File: src/hdl/nrle_pkg.sv
// shared types and constants of the nibble run-length decoder
package nrle_pkg;

	localparam int CW             = 10;
	localparam int RW             = CW + 1;
	localparam int COORD_BITS_DEF = 10;
	localparam int MIN_WIDTH      = 4;
	localparam int WIDTH_RESET    = 720;
	localparam int HEIGHT_RESET   = 576;
	localparam int NIB_W          = 4;
	localparam int COLOR_W        = 2;

	typedef enum logic [0:0] {
		CFG_WIDTH  = 1'b0,
		CFG_HEIGHT = 1'b1
	} cfg_reg_t;

	typedef struct packed {
		logic [CW-1:0]      row;
		logic [CW-1:0]      start;
		logic [CW-1:0]      len;
		logic [COLOR_W-1:0] color;
	} run_t;

	typedef struct packed {
		run_t [2:0] runs;
		logic [1:0] n;
		logic       done;
		logic       shortd;
	} rec_t;

endpackage

File: src/hdl/nrle_front.sv
// front end: takes bytes, decodes one nibble per cycle unless the queue stalls it, builds a per-byte run record
module nrle_front import nrle_pkg::*; #(
	parameter int COORD_BITS = COORD_BITS_DEF
) (
	input  logic          clk,
	input  logic          arst_n,
	input  logic          in_valid,
	output logic          in_ready,
	input  logic [7:0]    data_byte,
	input  logic          final_byte,
	input  logic          new_image,
	input  logic [CW-1:0] image_width,
	input  logic [CW-1:0] image_height,
	output logic          q_valid,
	input  logic          q_ready,
	output rec_t          q_data
);

	localparam int OB = (COORD_BITS < CW) ? COORD_BITS : CW;
	localparam logic [CW-1:0] CMASK = CW'((1 << OB) - 1);

	typedef enum logic [2:0] {
		F_IDLE = 3'b001,
		F_HI   = 3'b010,
		F_LO   = 3'b100
	} fstate_t;

	typedef struct packed {
		logic [RW-1:0] row;
		logic          odd;
		logic          comp;
	} rows_t;

	fstate_t       state_q;
	logic [RW-1:0] row_q;
	logic [CW-1:0] col_q;
	logic          odd_q;
	logic          await_q;
	logic          comp_q;
	logic [7:0]    byte_q;
	logic          fin_q;
	logic          wasc_q;
	logic          stop_q;
	logic [1:0]    cnt_q;
	run_t [1:0]    runs_q;

	logic [CW-1:0]      w;
	logic [CW-1:0]      h;
	logic [NIB_W-1:0]   nib;
	logic               active;
	logic [RW-1:0]      s_row;
	logic [CW-1:0]      s_col;
	logic               s_odd;
	logic               s_await;
	logic               s_comp;
	logic               s_stop;
	logic [1:0]         s_ne;
	run_t               s_e0;
	run_t               s_e1;
	rows_t              chk;
	logic [CW-1:0]      cnt;
	logic [CW-1:0]      room;
	logic [CW-1:0]      len;
	logic [1:0]         rem;
	logic [COLOR_W-1:0] color;

	logic [1:0] total;
	logic       done;
	logic       shortd;
	logic       push_need;
	logic       lo_go;
	logic       accept;
	logic       comp_now;

	function automatic rows_t check_rows(input logic [RW-1:0] r, input logic o,
			input logic cp, input logic [CW-1:0] hh);
		rows_t res;
		res.row  = r;
		res.odd  = o;
		res.comp = cp;
		if (!cp && r >= RW'(hh)) begin
			if (!o) begin
				res.odd  = 1'b1;
				res.row  = RW'(1);
				res.comp = (hh == CW'(1));
			end else begin
				res.comp = 1'b1;
			end
		end
		return res;
	endfunction

	assign w   = (image_width < CW'(MIN_WIDTH)) ? CW'(MIN_WIDTH) : image_width;
	assign h   = (image_height == '0) ? CW'(1) : image_height;
	assign nib = (state_q == F_HI) ? byte_q[7:4] : byte_q[3:0];
	assign active = !comp_q && ((state_q == F_HI) || (state_q == F_LO && !stop_q));

	// one nibble of decoding
	always_comb begin
		s_row   = row_q;
		s_col   = col_q;
		s_odd   = odd_q;
		s_await = await_q;
		s_comp  = comp_q;
		s_stop  = 1'b0;
		s_ne    = 2'd0;
		s_e0    = '0;
		s_e1    = '0;
		chk     = '0;
		cnt     = '0;
		room    = '0;
		len     = '0;
		rem     = '0;
		color   = nib[COLOR_W-1:0];
		if (active) begin
			if (s_col >= w) begin
				s_col = '0;
				s_row = s_row + RW'(2);
			end
			chk    = check_rows(s_row, s_odd, s_comp, h);
			s_row  = chk.row;
			s_odd  = chk.odd;
			s_comp = chk.comp;
			room   = w - s_col;
			if (s_comp) begin
				s_stop = 1'b1;
			end else if (s_await) begin
				s_e0    = '{row: CW'(s_row) & CMASK, start: s_col & CMASK, len: room, color: color};
				s_ne    = 2'd1;
				s_await = 1'b0;
				s_col   = '0;
				chk     = check_rows(s_row + RW'(2), s_odd, s_comp, h);
				s_row   = chk.row;
				s_odd   = chk.odd;
				s_comp  = chk.comp;
				s_stop  = 1'b1;
			end else if (nib == '0) begin
				s_await = 1'b1;
			end else begin
				cnt   = (nib[3:2] == 2'd0) ? CW'(1) : CW'(nib[3:2]);
				len   = (cnt < room) ? cnt : room;
				rem   = 2'(cnt - len);
				s_e0  = '{row: CW'(s_row) & CMASK, start: s_col & CMASK, len: len, color: color};
				s_ne  = 2'd1;
				s_col = s_col + len;
				if (s_col >= w) begin
					s_col  = '0;
					chk    = check_rows(s_row + RW'(2), s_odd, s_comp, h);
					s_row  = chk.row;
					s_odd  = chk.odd;
					s_comp = chk.comp;
					if (rem != 2'd0 && !s_comp) begin
						s_e1  = '{row: CW'(s_row) & CMASK, start: '0, len: CW'(rem), color: color};
						s_ne  = 2'd2;
						s_col = CW'(rem);
					end
					s_stop = 1'b1;
				end
			end
		end
	end

	// byte record
	always_comb begin
		total     = cnt_q + s_ne;
		done      = s_comp && !wasc_q;
		shortd    = fin_q && !s_comp;
		push_need = (total != 2'd0) || done || shortd;
		q_data.done   = done;
		q_data.shortd = shortd;
		q_data.n      = (total == 2'd0) ? 2'd1 : total;
		if (total == 2'd0) begin
			q_data.runs[0] = '0;
		end else if (cnt_q != 2'd0) begin
			q_data.runs[0] = runs_q[0];
		end else begin
			q_data.runs[0] = s_e0;
		end
		if (cnt_q == 2'd2) begin
			q_data.runs[1] = runs_q[1];
			q_data.runs[2] = s_e0;
		end else if (cnt_q == 2'd1) begin
			q_data.runs[1] = s_e0;
			q_data.runs[2] = s_e1;
		end else begin
			q_data.runs[1] = s_e1;
			q_data.runs[2] = s_e1;
		end
	end

	assign q_valid  = (state_q == F_LO) && push_need;
	assign lo_go    = (state_q == F_LO) && !(push_need && !q_ready);
	assign in_ready = (state_q == F_IDLE) || lo_go;
	assign accept   = in_valid && in_ready;
	assign comp_now = lo_go ? s_comp : comp_q;

	always_ff @(posedge clk or negedge arst_n) begin
		if (!arst_n) begin
			state_q <= F_IDLE;
			row_q   <= '0;
			col_q   <= '0;
			odd_q   <= 1'b0;
			await_q <= 1'b0;
			comp_q  <= 1'b0;
			cnt_q   <= '0;
			stop_q  <= 1'b0;
			wasc_q  <= 1'b0;
		end else begin
			case (state_q)
				F_IDLE: begin
					if (accept) state_q <= F_HI;
				end
				F_HI: begin
					state_q <= F_LO;
				end
				F_LO: begin
					if (lo_go) state_q <= accept ? F_HI : F_IDLE;
				end
				default: begin
					state_q <= F_IDLE;
				end
			endcase
			if (state_q == F_HI || lo_go) begin
				row_q   <= s_row;
				col_q   <= s_col;
				odd_q   <= s_odd;
				await_q <= s_await;
				comp_q  <= s_comp;
			end
			if (state_q == F_HI) begin
				cnt_q  <= s_ne;
				stop_q <= s_stop;
			end
			if (accept) begin
				wasc_q <= new_image ? 1'b0 : comp_now;
				if (new_image) begin
					row_q   <= '0;
					col_q   <= '0;
					odd_q   <= 1'b0;
					await_q <= 1'b0;
					comp_q  <= 1'b0;
				end
			end
		end
	end

	always_ff @(posedge clk) begin
		if (accept) begin
			byte_q <= data_byte;
			fin_q  <= final_byte;
		end
		if (state_q == F_HI) begin
			runs_q[0] <= s_e0;
			runs_q[1] <= s_e1;
		end
	end

endmodule

File: src/hdl/nrle_queue.sv
// two-entry queue of byte records between front and back
module nrle_queue import nrle_pkg::*; (
	input  logic clk,
	input  logic arst_n,
	input  logic wr_valid,
	output logic wr_ready,
	input  rec_t wr_data,
	output logic rd_valid,
	input  logic rd_ready,
	output rec_t rd_data
);

	rec_t [1:0] mem_q;
	logic       wr_ptr_q;
	logic       rd_ptr_q;
	logic [1:0] count_q;
	logic       push;
	logic       pop;

	assign wr_ready = (count_q != 2'd2);
	assign rd_valid = (count_q != 2'd0);
	assign rd_data  = mem_q[rd_ptr_q];
	assign push     = wr_valid && wr_ready;
	assign pop      = rd_valid && rd_ready;

	always_ff @(posedge clk or negedge arst_n) begin
		if (!arst_n) begin
			wr_ptr_q <= 1'b0;
			rd_ptr_q <= 1'b0;
			count_q  <= '0;
		end else begin
			if (push) wr_ptr_q <= !wr_ptr_q;
			if (pop) rd_ptr_q <= !rd_ptr_q;
			count_q <= count_q + {1'b0, push} - {1'b0, pop};
		end
	end

	always_ff @(posedge clk) begin
		if (push) mem_q[wr_ptr_q] <= wr_data;
	end

endmodule

File: src/hdl/nrle_back.sv
// back end: sends the runs of each record one beat at a time
module nrle_back import nrle_pkg::*; (
	input  logic          clk,
	input  logic          arst_n,
	input  logic          rd_valid,
	output logic          rd_ready,
	input  rec_t          rd_data,
	output logic          out_valid,
	input  logic          out_ready,
	output logic [CW-1:0] run_row,
	output logic [CW-1:0] run_start,
	output logic [CW-1:0] run_length,
	output logic [1:0]    run_color,
	output logic          image_done,
	output logic          short_data,
	output logic          last
);

	logic [1:0] idx_q;
	logic       valid_q;
	logic       load;
	logic       is_last;
	run_t       cur;

	assign load     = rd_valid && (!valid_q || out_ready);
	assign is_last  = (idx_q == rd_data.n - 2'd1);
	assign rd_ready = load && is_last;
	assign cur      = rd_data.runs[idx_q];
	assign out_valid = valid_q;

	always_ff @(posedge clk or negedge arst_n) begin
		if (!arst_n) begin
			idx_q   <= '0;
			valid_q <= 1'b0;
		end else begin
			if (load) begin
				valid_q <= 1'b1;
				idx_q   <= is_last ? 2'd0 : idx_q + 2'd1;
			end else if (out_ready) begin
				valid_q <= 1'b0;
			end
		end
	end

	always_ff @(posedge clk) begin
		if (load) begin
			run_row    <= cur.row;
			run_start  <= cur.start;
			run_length <= cur.len;
			run_color  <= cur.color;
			image_done <= is_last && rd_data.done;
			short_data <= is_last && rd_data.shortd;
			last       <= is_last;
		end
	end

endmodule

File: src/hdl/nibble_rle_interlaced_decoder_top.sv
// top level of the interlaced nibble run-length subtitle decoder
// Each accepted byte is decoded in the front end, high nibble then low nibble, one nibble per
// cycle unless the queue stalls the low nibble. A new byte is taken only when the front end
// is idle or finishing a low nibble. A byte yields up to three runs; the front end packs them
// into one record that passes a two-entry queue to the back end, which sends one run per beat
// from its output register, so a byte with several runs holds the output for one beat per run
// while the queue lets the front end go on; width and height use the always-ready config port.
module nibble_rle_interlaced_decoder_top import nrle_pkg::*; #(
	parameter int COORD_BITS = COORD_BITS_DEF
) (
	input  logic          clk,
	input  logic          arst_n,
	input  logic          in_valid,
	output logic          in_ready,
	input  logic [7:0]    data_byte,
	input  logic          final_byte,
	input  logic          new_image,
	output logic          out_valid,
	input  logic          out_ready,
	output logic [CW-1:0] run_row,
	output logic [CW-1:0] run_start,
	output logic [CW-1:0] run_length,
	output logic [1:0]    run_color,
	output logic          image_done,
	output logic          short_data,
	output logic          last,
	input  logic          cfg_valid,
	output logic          cfg_ready,
	input  logic [0:0]    cfg_index,
	input  logic [CW-1:0] cfg_data
);

	logic [CW-1:0] width_q;
	logic [CW-1:0] height_q;
	logic          q_wr_valid;
	logic          q_wr_ready;
	rec_t          q_wr_data;
	logic          q_rd_valid;
	logic          q_rd_ready;
	rec_t          q_rd_data;

	assign cfg_ready = 1'b1;

	always_ff @(posedge clk or negedge arst_n) begin
		if (!arst_n) begin
			width_q  <= CW'(WIDTH_RESET);
			height_q <= CW'(HEIGHT_RESET);
		end else if (cfg_valid) begin
			case (cfg_reg_t'(cfg_index))
				CFG_WIDTH:  width_q  <= cfg_data;
				CFG_HEIGHT: height_q <= cfg_data;
				default: begin
				end
			endcase
		end
	end

	nrle_front #(
		.COORD_BITS(COORD_BITS)
	) u_front (
		.clk          (clk),
		.arst_n       (arst_n),
		.in_valid     (in_valid),
		.in_ready     (in_ready),
		.data_byte    (data_byte),
		.final_byte   (final_byte),
		.new_image    (new_image),
		.image_width  (width_q),
		.image_height (height_q),
		.q_valid      (q_wr_valid),
		.q_ready      (q_wr_ready),
		.q_data       (q_wr_data)
	);

	nrle_queue u_queue (
		.clk      (clk),
		.arst_n   (arst_n),
		.wr_valid (q_wr_valid),
		.wr_ready (q_wr_ready),
		.wr_data  (q_wr_data),
		.rd_valid (q_rd_valid),
		.rd_ready (q_rd_ready),
		.rd_data  (q_rd_data)
	);

	nrle_back u_back (
		.clk        (clk),
		.arst_n     (arst_n),
		.rd_valid   (q_rd_valid),
		.rd_ready   (q_rd_ready),
		.rd_data    (q_rd_data),
		.out_valid  (out_valid),
		.out_ready  (out_ready),
		.run_row    (run_row),
		.run_start  (run_start),
		.run_length (run_length),
		.run_color  (run_color),
		.image_done (image_done),
		.short_data (short_data),
		.last       (last)
	);

endmodule
File: config.mk
export PLATFORM = sky130hd
export DESIGN_NAME = nibble_rle_interlaced_decoder_top
export DESIGN_NICKNAME = d
export VERILOG_FILES = /design/src/hdl/nrle_pkg.sv /design/src/hdl/nrle_front.sv /design/src/hdl/nrle_queue.sv /design/src/hdl/nrle_back.sv /design/src/hdl/nibble_rle_interlaced_decoder_top.sv
export SDC_FILE = /design/constraint.sdc
export NUM_CORES = 1
export LEC_CHECK = 0
export BUFFER_PORTS_ARGS = -buffer_cell sky130_fd_sc_hd__buf_4
export CAP_MARGIN = 10
export CORE_ASPECT_RATIO = 0.75
export CORE_MARGIN = 2
export CORE_UTILIZATION = 40
export DETAILED_ROUTE_END_ITERATION = 10
export GPL_ROUTABILITY_DRIVEN = 0
export HOLD_SLACK_MARGIN = 0.02
export MAX_ROUTING_LAYER = met4
export PLACE_DENSITY = 0.56
export SETUP_SLACK_MARGIN = 0.4
export SLEW_MARGIN = 20
export SYNTH_ARGS = -nofsm -noshare
export SYNTH_HDL_FRONTEND = slang
export SYNTH_SLANG_ARGS = --single-unit
File: constraint.sdc
create_clock -name clk -period 15.3 [get_ports clk]
set_input_delay 0 -clock clk [delete_from_list [all_inputs] [get_ports clk]]
set_output_delay 0 -clock clk [all_outputs]
set_load 0.01 [all_outputs]
Yosys cells after proc, flatten, opt, wreduce, memory -nomap -nowiden
Cells that the tools add are included.
{"block": "word_totals", "regBits": 366, "latch_bits": 0, "ramBits": 0, "mem_bits_ro": 0, "input_bits": 26, "output_inout_bits": 38, "elab_cells": 244, "mem_count": 0}
{"block": "op_classes", "addsub": 10, "n_mul": 0, "div": 0, "n_lt_le_gt_ge": 10, "n_eq_ne": 10, "shift": 0, "muxes": 103, "n_bitwise": 1, "n_reduce_logical": 47}
{"op": "two-way mux 32 bit", "count": 14}
{"op": "two-way mux 100 bit", "count": 3}
{"op": "bitwise mux 200 bit", "count": 1}
{"op": "two-way mux 10 bit", "count": 13}
{"op": "two-way mux 11 bit", "count": 10}
{"op": "two-way mux 13 bit", "count": 8}
{"op": "demux 100 bit (select 1 bit)", "count": 1}
{"op": "binary-select mux 32 bit (select 2 bit)", "count": 1}
{"op": "two-way mux 64 bit", "count": 1}
{"op": "two-way mux 1 bit", "count": 34}
{"op": "two-way mux 12 bit", "count": 2}
{"op": "adder 11 x 2 -> 11 bit, second input constant", "count": 2}
{"op": ">= comparator 11 x 10 -> 1 bit", "count": 2}
{"op": "two-way mux 2 bit", "count": 11}
{"op": ">= comparator 10 bit", "count": 2}
{"op": "logical AND 1 bit", "count": 18}
{"op": "logical NOT 1 bit", "count": 11}
{"op": "adder 10 bit", "count": 1}
{"op": "== test 10 x 1 -> 1 bit, second input constant", "count": 1}
{"op": "logical NOT 10 bit", "count": 1}
{"op": "< comparator 10 bit", "count": 1}
{"op": "< comparator 10 x 3 -> 1 bit, second input constant", "count": 1}
{"op": "nonzero test 2 bit", "count": 5}
{"op": "subtractor 10 bit", "count": 1}
{"op": "other kinds (25)", "count": 36}

Depth between registers and ports, before layout
{"block": "logic_depth", "word_depth": 38, "depth_mapped": 52, "ltp_nobuf": 45}

Cells and area by module
From an unflattened synthesis, not the netlist that was laid out.
{"block": "hier_totals", "cells_unflattened": 1608, "hier_area_um2": 19037.0}
{"mod": "nrle_front", "n_inst": 1, "cells_per_inst": 1070, "area_per_inst_um2": 8433.1, "seq_area_each_um2": 2428.6}
{"mod": "nrle_queue", "n_inst": 1, "cells_per_inst": 328, "area_per_inst_um2": 7865.0, "seq_area_each_um2": 6105.9}
{"mod": "nrle_back", "n_inst": 1, "cells_per_inst": 165, "area_per_inst_um2": 1963.1, "seq_area_each_um2": 1126.1}
{"mod": "nibble_rle_interlaced_decoder_top", "n_inst": 1, "cells_per_inst": 45, "area_per_inst_um2": 775.7, "seq_area_each_um2": 508.0}

Worst setup path after synthesis
Ideal clock, no wire load.
{"block": "synth_timing", "path_type": "register -> register", "startpoint": "reg width_q[5]", "endpoint": "reg u_queue.mem_q[0] (netlist bit) (enable)", "setup_ns": 0.682, "t_arrival_ns": 15.716, "required_time_ns": 14.618, "slack_ns": -1.098, "stages_incl_launch_ff": 46, "n_path_buf": 4, "synth_period_minus_slack_ns": 16.398, "path_cell_list": "dfrtp_1 > nor4_1 > nand2_1 > o21a_1 > ha_1 > nand2b_1 > a21o_1 > a211o_4 > nor2_1 > clkbuf_1 > nand2_1 > ha_1 > clkbuf_1 > and2_1 > clkbuf_1 > nand2_1 > a21oi_1 > o21ai_0 > [... 10 more ...] > o21bai_1 > a21oi_1 > o21bai_1 > a21oi_1 > xnor2_1 > ha_1 > o21ai_0 > o21ai_0 > o21ai_0 > a2111oi_0 > nor2_1 > ha_1 > xor2_1 > nor2_1 > o21a_1 > nor2_1 > nor2_1 > nor3_1"}
{"block": "synth_between", "elab_chain_len": 32, "elab_cells_between_ends": 52, "cone_classes": "add/sub: 5; order compare: 6; mux: 27; reduce/logical: 14"}
{"element": "start, declared", "line": "nibble_rle_interlaced_decoder_top.sv:33", "source": "logic [CW-1:0] width_q;"}
{"element": "start signal, assigned", "line": "nibble_rle_interlaced_decoder_top.sv:46", "source": "width_q <= CW'(WIDTH_RESET);"}
{"element": "start signal, assigned", "line": "nibble_rle_interlaced_decoder_top.sv:50", "source": "CFG_WIDTH: width_q <= cfg_data;"}
{"element": "< comparator 10 x 3 -> 1 bit", "line": "nrle_front.sv:93", "source": "assign w = (image_width < CW'(MIN_WIDTH)) ? CW'(MIN_WIDTH) : image_width;"}
{"element": "two-way mux 10 bit *", "line": "nrle_front.sv:93"}
{"element": ">= comparator 10 bit", "line": "nrle_front.sv:116", "source": "if (s_col >= w) begin"}
{"element": "two-way mux 11 bit", "line": "nrle_front.sv:116"}
{"element": "two-way mux 11 bit", "line": "nrle_front.sv:115", "source": "if (active) begin"}
{"element": ">= comparator 11 x 10 -> 1 bit", "line": "nrle_front.sv:81", "source": "if (!cp && r >= RW'(hh)) begin"}
{"element": "logical AND 1 bit", "line": "nrle_front.sv:81"}
{"element": "two-way mux 13 bit", "line": "nrle_front.sv:81"}
{"element": "[... 16 more ...]"}
{"element": "two-way mux 2 bit *", "line": "nrle_front.sv:125", "source": "if (s_comp) begin"}
{"element": "two-way mux 2 bit *", "line": "nrle_front.sv:115"}
{"element": "via u_front.s_ne[0]", "line": "nrle_front.sv:57", "source": "logic [1:0] s_ne;"}
{"element": "adder 2 bit *", "line": "nrle_front.sv:165", "source": "total = cnt_q + s_ne;"}
{"element": "nonzero test 2 bit *", "line": "nrle_front.sv:168", "source": "push_need = (total != 2'd0) || done || shortd;"}
{"element": "logical OR 1 bit * (2 in series)", "line": "nrle_front.sv:168"}
{"element": "logical AND 1 bit *", "line": "nrle_front.sv:191", "source": "assign q_valid = (state_q == F_LO) && push_need;"}
{"element": "logical AND 1 bit *", "line": "nrle_queue.sv:23", "source": "assign push = wr_valid && wr_ready;"}
{"element": "end signal, assigned by index", "line": "nrle_queue.sv:39", "source": "if (push) mem_q[wr_ptr_q] <= wr_data;"}
{"element": "end, declared", "line": "nrle_queue.sv:13", "source": "rec_t [1:0] mem_q;"}
The timed path passes the listed nets; every way through them passes the cells marked *. The select of a mux whose other input is x is not followed.
A chain may end at the register's enable or synchronous reset.

Worst setup path in the final report
{"block": "layout_timing", "startpoint": "reg width_q[5]", "endpoint": "reg u_queue.mem_q[197] (netlist bit) (enable)"}
Same word-level chain as after synthesis.

==> results.cfg <==
[clock_tree]
clk_latency_ps = 540
cts_resized = 0
cts_root_buf = clkbuf_16
cts.reportedPaths.clkPinSlew_ps = 60
post_cts_buffers = 0
htree_levels = 2
cts_hold_buf = 24
cts_buffers = 37
tritoncts = yes
clock-sinks = 348
ctsLongestPathBuffers = 3

[yosys]
synth_top_area_cell = edfxtp_1
synth_edf_count = 290
synthFlopType = edfxtp_1
synthTopCellsByArea = edfxtp_1 49%, dfrtp_1 7.1%, ha_1 4.4%
synth_top_area_share_pct = 48.7
avgSynthCellArea_um2 = 11.6
async_flop_share_pct = 16.7
synth_seq_cells = 348
synth-seq-area-share_pct = 56.9
yosysMostFrequentCell = edfxtp_1
ys_types = 83
syn_inst = 1540
syn_area_um2 = 17900
synth-warning-count = 0
synth_commonest_cells = 290 x edfxtp_1, 160 x nand2_1, 138 x nor2_1, 111 x inv_1, 96 x a21oi_1

[drt]
vias = 12100
drc = 0
drt_wl_total_um = 44900
top_layer = met4
wl_per_cell_um = 20.3
final_antenna_net_count = 0
post_drt_via_cell_ratio = 5.48
drt_iter0_drc = 1085
firstDrtPassIters = 8
wl_met1_um = 22000
wl_met3_um = 2710
wl_met2_um = 19400

[final_layout]
stdcell_count = 2217
fill_cells = 4091
layout-drive-gt1-share_pct = 14.7
diodes = 0
fin_nets = 1693
area_growth_pct = 13.8

[worst_setup_path]
crit_path_end_kind = flop
r2r-start = width_q[5]
arrival_ps = 12530
cp.buffers_inverters = 4
reg2regPathDepth = 43
worstReg2RegEnd = u_queue.mem_q[197]
critPathKind = flop to flop
cp_num_cells = 43
slowest_delay_ps = 780
start_kind = flop
path_delay_family = compound AO/OA/AOI/OAI gates
crit_fanout = 63
crit_top_cell = nor2_1
crit_path_top_delay_cell = and2_4
crit_required_ps = 15480
ff2ff_setup_slack_ps = 2950

[floorplanning]
start_util_pct = 40.2
die_area_um2 = 46400
rows = 67
ios = 64
dieHeight_um = 187
die_w_um = 248
fp.coreArea_um2 = 44400

[timing]
fmax_mhz = 80.9
tightest_slew_ps = 1050
setup_viol = 0
hold_violations = 0
finalWorstSetupSlack_ps = 2950
slew_violations = 0
setup-tns-final_ps = 0
skew_ps = 20.6
rsz0062_at_grt = false
finalCriticalPeriod_ps = 12350
fin_crit_sh_pct = 80.7
max_slew_margin_pct = 29.9

[status]
status = finished clean

[grt]
grt_pass1_wl_um = 69900
track_usage_pct = 20.1
grt_pass1_vias = 11800
grt.overflow.total = 0
antenna_found_initial = 0
grt_max_degree = 64

[placed_design]
pre_cts_ws_ps = 3150
port_buffers = 62
dp_hpwl_um = 30800
placed_cells = 2125

[power_and_ir_drop]
ir_worst_vdd_mv = 0.102
pwr_density_cell_nw_per_um2 = 203
leakage_nw = 7.75

[hold_path]
min_path_cells = 4
hold_class = input port to flop
whs_endpoint = width_q[7]
min_from = cfg_valid

[run]
maxCapViolations = 0
## flip-flops by register name, indices dropped and copies added, names as in the netlist, 2 cells and up
signal and flops:
u_front.byte_q 8, u_back.run_row 10, u_front.col_q 10, u_front.state_q 3, u_front.runs_q 46, u_front.row_q 11, u_front.cnt_q 2, height_q 10
width_q 10, u_back.idx_q 2, u_back.run_length 10, u_back.run_color 2, u_back.run_start 10, u_queue.count_q 2, u_queue.mem_q 200
## final cells by class
cell class,count,area (um2),share of cell area [%]
Sequential cell,348,10200,50.0
Timing Repair Buffer,105,848,4.17
Inverter,115,432,2.12
Clock inverter,19,173,0.849
Tap cell,586,733,3.60
Clock buffer,49,1030,5.08
Multi-Input combinational cell,995,6950,34.2
## power breakdown
| group | switching [W] | total, W | internal [W] |
|---|---|---|---|
| Combinational | 0.00120 | 0.00187 | 0.000670 |
| Clock | 0.000374 | 0.000889 | 0.000515 |
| Sequential | 0.000116 | 0.00136 | 0.00124 |
## layout by cell type (no fill, tap or decap), types with 8 or more instances in the layout
| cell type | n |
|---|---|
| nor4_1 | 10 |
| nor2_1 | 137 |
| and2_1 | 10 |
| dfrtp_1 | 50 |
| a211oi_1 | 15 |
| a21oi_1 | 96 |
| ha_1 | 63 |
| clkinv_2 | 8 |
| nor3_1 | 36 |
| mux4_2 | 32 |
| nand2b_1 | 21 |
| clkbuf_1 | 8 |
| clkbuf_16 | 39 |
| nand3_1 | 14 |
| a21o_1 | 10 |
| inv_1 | 110 |
| mux2_2 | 18 |
| o21ai_0 | 69 |
| o21a_1 | 10 |
| mux2i_1 | 52 |
| xor2_1 | 12 |
| xnor2_1 | 30 |
| buf_4 | 81 |
| dlygate4sd3_1 | 24 |
| o31ai_1 | 8 |
| nand2_1 | 160 |
| o22ai_1 | 39 |
| edfxtp_1 | 290 |
## worst max-delay path by stage
stage          startpoint            endpoint  slack, ps
4_1_cts        width_q[5]  u_queue.mem_q[165]       3080
6_report       width_q[5]  u_queue.mem_q[197]       2950
2_1_floorplan  width_q[5]    u_queue.mem_q[0]       2000
3_3_place_gp   width_q[5]  u_queue.mem_q[163]       3510
3_5_place_dp   width_q[5]  u_queue.mem_q[163]       3150
5_1_grt        width_q[5]  u_queue.mem_q[172]       1860
## logic make-up (layout without fill, tap and decap cells)
kind of cell               count (synthesis)  in the layout  share of synthesized area [%]
xor gates and xnor gates                  42             42                           2.06
AOI/OAI and AO/OA                        325            325                           12.0
and+or+nand+nor                          453            453                           11.8
muxes                                    102            102                           8.08
DFF                                      348            348                           56.9
adders and majority gates                 66             66                           4.69
buffers and inverters                    202            288                           4.49
other                                      2              7                         0.0420
## metrics by stage
stage | cell area, um2 | hold WS, ps | util [%] | power (W)
finish | 20300 | 12.6 | 45.8 | 0.00412
floorplan | 17900 | -296 | - | 0.00265
global placement | 18900 | 128 | 42.5 | 0.00321
CTS | 20300 | 95.5 | 45.8 | 0.00413
global route | 20300 | 39.4 | 45.8 | 0.00439
detailed placement | 18900 | 142 | 42.5 | 0.00323
## worst register-to-register path: cells and delay by family, from the launching register on
kind            cells  cell delay [ps]
flops               1              400
mux                 1              300
xor+xnor            3              550
simple gates       12             3470
compound gates     17             4330
buf+inv             4             1040
fa+ha+maj           6             1890
## per-layer routing
layer / vias up / track usage [%]
met3: 58 / 3.73
met2: 365 / 28.5
met5: - / -
li1: 5749 / -
met1: 5976 / 30.0
met4: 0 / 4.24
No activity file was read; power rests on OpenSTA's default activity.
